[config.mk]
export PLATFORM = sky130hd
export DESIGN_NAME = lpet_ram
export DESIGN_NICKNAME = d
export VERILOG_FILES = /design/src/sv/lpet_ram.sv
export SDC_FILE = /design/constraint.sdc
export NUM_CORES = 2
export LEC_CHECK = 0
export BUFFER_PORTS_ARGS = -buffer_cell sky130_fd_sc_hd__clkbuf_2
export CORE_MARGIN = 2
export CORE_UTILIZATION = 30
export DETAILED_ROUTE_END_ITERATION = 12
export PLACE_DENSITY = 0.46
export SLEW_MARGIN = 40
export SYNTH_ARGS = -nofsm -noshare
export SYNTH_HDL_FRONTEND = slang
export SYNTH_SLANG_ARGS = --single-unit
[constraint.sdc]
create_clock -name clk -period 4.8 [get_ports clk]
set_clock_uncertainty 0.05 [all_clocks]
set_input_delay 0.24 -clock clk [delete_from_list [all_inputs] [get_ports clk]]
set_output_delay 0.24 -clock clk [all_outputs]
set_load 0.01 [all_outputs]
[src/sv/lpet_ram.sv]
// ----------------------------------------------------------------------------
// lpet_ram
// Generic single-write, single-read synchronous RAM with registered read
// data. A read at the address being written returns the old contents.
// ----------------------------------------------------------------------------
module lpet_ram #(
  parameter int WIDTH = 8,
  parameter int DEPTH = 256
) (
  input  logic                     clk,
  input  logic                     we,
  input  logic [$clog2(DEPTH)-1:0] waddr,
  input  logic [WIDTH-1:0]         wdata,
  input  logic                     re,
  input  logic [$clog2(DEPTH)-1:0] raddr,
  output logic [WIDTH-1:0]         rdata
);

  logic [WIDTH-1:0] mem [DEPTH];

  // write port
  always_ff @(posedge clk) begin
    if (we) begin
      mem[waddr] <= wdata;
    end
  end

  // registered read port
  always_ff @(posedge clk) begin
    if (re) begin
      rdata <= mem[raddr];
    end
  end

endmodule

* Word-level counts from Yosys, hierarchy flattened
Memories as Yosys holds them, arrays and structs flattened. A register that Yosys moved wholly into a read port is not among the register bits. Cells that the tools add are included.
Cells by class: muxes and demuxes 2
Operators by type and width (number):
- 1-bit two-way mux | 2
Storage, ports and cells: bits of input ports 27, memories kept 1, bits in registers 0, output and inout port bits 8, logic and storage cells 3, RAM bits 2048
Memories:
- mem | words 256, bits a word 8, read ports 1, clocked after Yosys merged registers in 1, write ports 1, RTL line 19 | logic [WIDTH-1:0] mem [DEPTH];

* Logic depth before layout (Yosys ltp)
depth after elaboration 2, depth in mapped cells 11, mapped depth without buffers 6

* Worst setup path before layout
OpenSTA, ideal clock, no wires.
path kind input-to-reg, start input port raddr[0], end register rdata[2], read port of mem, data pin, data required time 4.481 ns, arrival time 2.047 ns, setup time 0.269 ns, path slack 2.434 ns, stages 9, path buffers 4, path through buf_6 -> buf_12 -> buf_8 -> buf_2 -> mux4_2 -> a22oi_1 -> a21oi_1 -> nor4_1 -> nor4_2
RTL lines:
- start, declared | RTL line 15 | input logic [$clog2(DEPTH)-1:0] raddr,
- end, declared | RTL line 16 | output logic [WIDTH-1:0] rdata

==> run metrics <==
sequential area share after synthesis=77.5%; DR vias/cell=5.05; slowest stage cell, crit path=a221oi_1; gr usage total=16.5%; critical path startpoint category=flop; CTS hold repair buffers=11; final wirelength=225000 um; FF-to-FF End=rdata[5]; initial antenna violation count=9; Final Hold Viols=0; critical path class=reg -> reg; power per cell area=412 mW/mm2; max-slew violations=0; Port-buffer cells=34; post-synth top area cell=edfxtp_1; Worst Hold End=mem[172][0]; commonest cells after routing, fill and taps aside=edfxtp_1, mux4_2, clkbuf_16; Clk Latency, worst-skew pair=870 ps; vias after detailed routing=38600; most common library cell in the layout ignoring fill and taps=edfxtp_1; Worst Setup Slack, final=1730 ps; Worst-path clk slew=60 ps; Placed Cells=7235; arrival time worst endpoint=3620 ps; largest net degree at the start of global routing=149; Mapped Avg Cell Area=21.3 um2; NumNets Final=3958; Hold Path Stages=3; CTS buffer count=214; Worst R2R Path Depth=6; Syn. warnings=0; Synth Register Bits=2056; DRC=0; initial drt markers=3891; vias in the first global route=39600; Synth-to-Final Area Change=15.7%; post-route ant nets=0; total negative slack=0 ps; Crit path largest cell delay=680 ps; crit path max fanout=1; Yosys cell types=54; reg2reg setup slack=1730 ps; asr flop ratio synth=0%; final period utilization=63.9%; synthesized area=0.0796 mm2; DRT Pass-1 Iters=5; H-tree lvl count=4; worst IR drop on VDD=0.000302 V; Worst Path Buf+Inv=0; ys flop type=edfxtp_1; Fmax=0.326 GHz; Die Span Y=519 um; hold wc startpoint=waddr[2]; CTS sink count=2056; Max Buffers Root-to-Sink=3; FP Rows=189; Tmin final=3070 ps; Place WS=799 ps; Die Area=0.270 mm2; grt total ovfl=0; first-pass GRT wire length=317000 um; hold crit path type=in -> reg; Slew @ Worst Pin=938 ps; cell family with most CP delay=compound AO/OA/AOI/OAI gates; core area=0.265 mm2; DIE WIDTH=519 um; Mapped Nets=3760; Gate Count Post-Synth=3733; clock root cell=clkbuf_16; share of cells above drive strength 1=28.8%; Post-CTS Setup Inserts=0; CP Launch Point=mem[208][5]; starting density of the core=30.1%; Rel. slew slack=37.1%; Final HPWL DP=141000 um; RR Startpoint=mem[208][5]; wire per inst=29.4 um; CP Capture Type=flop; Req. time, crit path=5350 ps; final setup fails=0; Post-synth EDFFs=2056; worst path cell trace=mux4_2 -> a22o_1 -> a221oi_1 -> o32ai_1 -> nor3_1 -> nor4_1; GP Congestion=0.802; CTS tree=built; # Max-Cap Violations=0; Synth top area share=77.5%; RSZ-0062 raised after global routing=false; Leak=27.8 nW; post_cts resized=0; top post-synthesis cells by area=edfxtp_1, mux4_2, mux2i_1; status=finished clean; # IOs=35; Cell Count, Final, Fillers Out=7647
## synth_stat cells (13+ instances only)
cell      instances
nor3_1           22
o221ai_1         46
buf_8            13
nand2_1          33
a221oi_1         13
nor2_1          282
a211oi_1         16
buf_1            22
mux4_2          454
a21oi_1          96
mux2i_1         134
edfxtp_1       2056
clkbuf_1        111
a22oi_1         133
nor2b_1          31
nor4_1           24
buf_2            31
nand3_1          34
buf_4            27
o22ai_1          28
buf_6            21
## area by class of cell
class	instances	area, um2
timing repair buffer	215	2050
inverter	2	10.0
sequential	2056	61700
clock buffer	266	5570
tap	3533	4420
multi-input combinational	1442	17100
antenna	10	25.0
fill	24500	172000
clock inverter	123	1230
## per-stage QoR
| stage | util (%) | hold slack (ps) | power, W | cell area (um2) |
|---|---|---|---|---|
| global placement | 31.9 | 662 | 0.0221 | 84400 |
| finish | 34.8 | 114 | 0.0380 | 92100 |
| floorplan | - | 289 | 0.0212 | 79600 |
| global route | 34.8 | 84.2 | 0.0392 | 92100 |
| detailed placement | 32.1 | 607 | 0.0222 | 85000 |
| CTS | 34.7 | 0.568 | 0.0384 | 91900 |
## how the worst max path moves through the flow
| stage | cells after the start | slack, ps | to |
|---|---|---|---|
| global route | 6 | 1670 | mem[57][1] |
| global placement | 9 | 770 | rdata[2] |
| CTS | 6 | 1700 | mem[25][0] |
| finish | 6 | 1730 | rdata[5] |
| detailed placement | 8 | 800 | rdata[5] |
| floorplan | 9 | 2430 | rdata[2] |
## sequential cells by signal, summed over array words and instances, names as in the netlist
| name | cells |
|---|---|
| rdata | 8 |
| mem | 2048 |
## logic make-up (layout without fill, tap and decap cells)
group                  after synthesis  after routing  share of synthesized area [%]
flip-flops                        2056           2056                           77.5
multiplexers                       591            591                           14.6
AND/OR/NAND/NOR                    466            466                           2.63
AO/OA/AOI/OAI                      385            385                           3.42
buffers and inverters              235            606                           1.83
other                                0             10                              0
## where the power goes
part           switching (W)  internal (W)
Clock                0.00707       0.00917
Sequential         0.0000234        0.0198
Combinational        0.00129      0.000645
Total                0.00839        0.0296
## worst reg2reg max path: stages, from the launching register on
cell and delay (ps):
edfxtp_1 370, mux4_2 460, a22o_1 320, a221oi_1 680, o32ai_1 290, nor3_1 520, nor4_1 120
## routing by layer
metal | routed length [um] | global-route usage [%] | vias to the layer above
met1 | 102000 | 23.8 | 21200
met4 | 4380 | 3.87 | 2
met2 | 107000 | 26.3 | 1062
met5 | 11 | 0 | -
met3 | 11200 | 2.42 | 268
li1 | - | - | 16100
No activity file was read; power rests on OpenSTA's default activity.
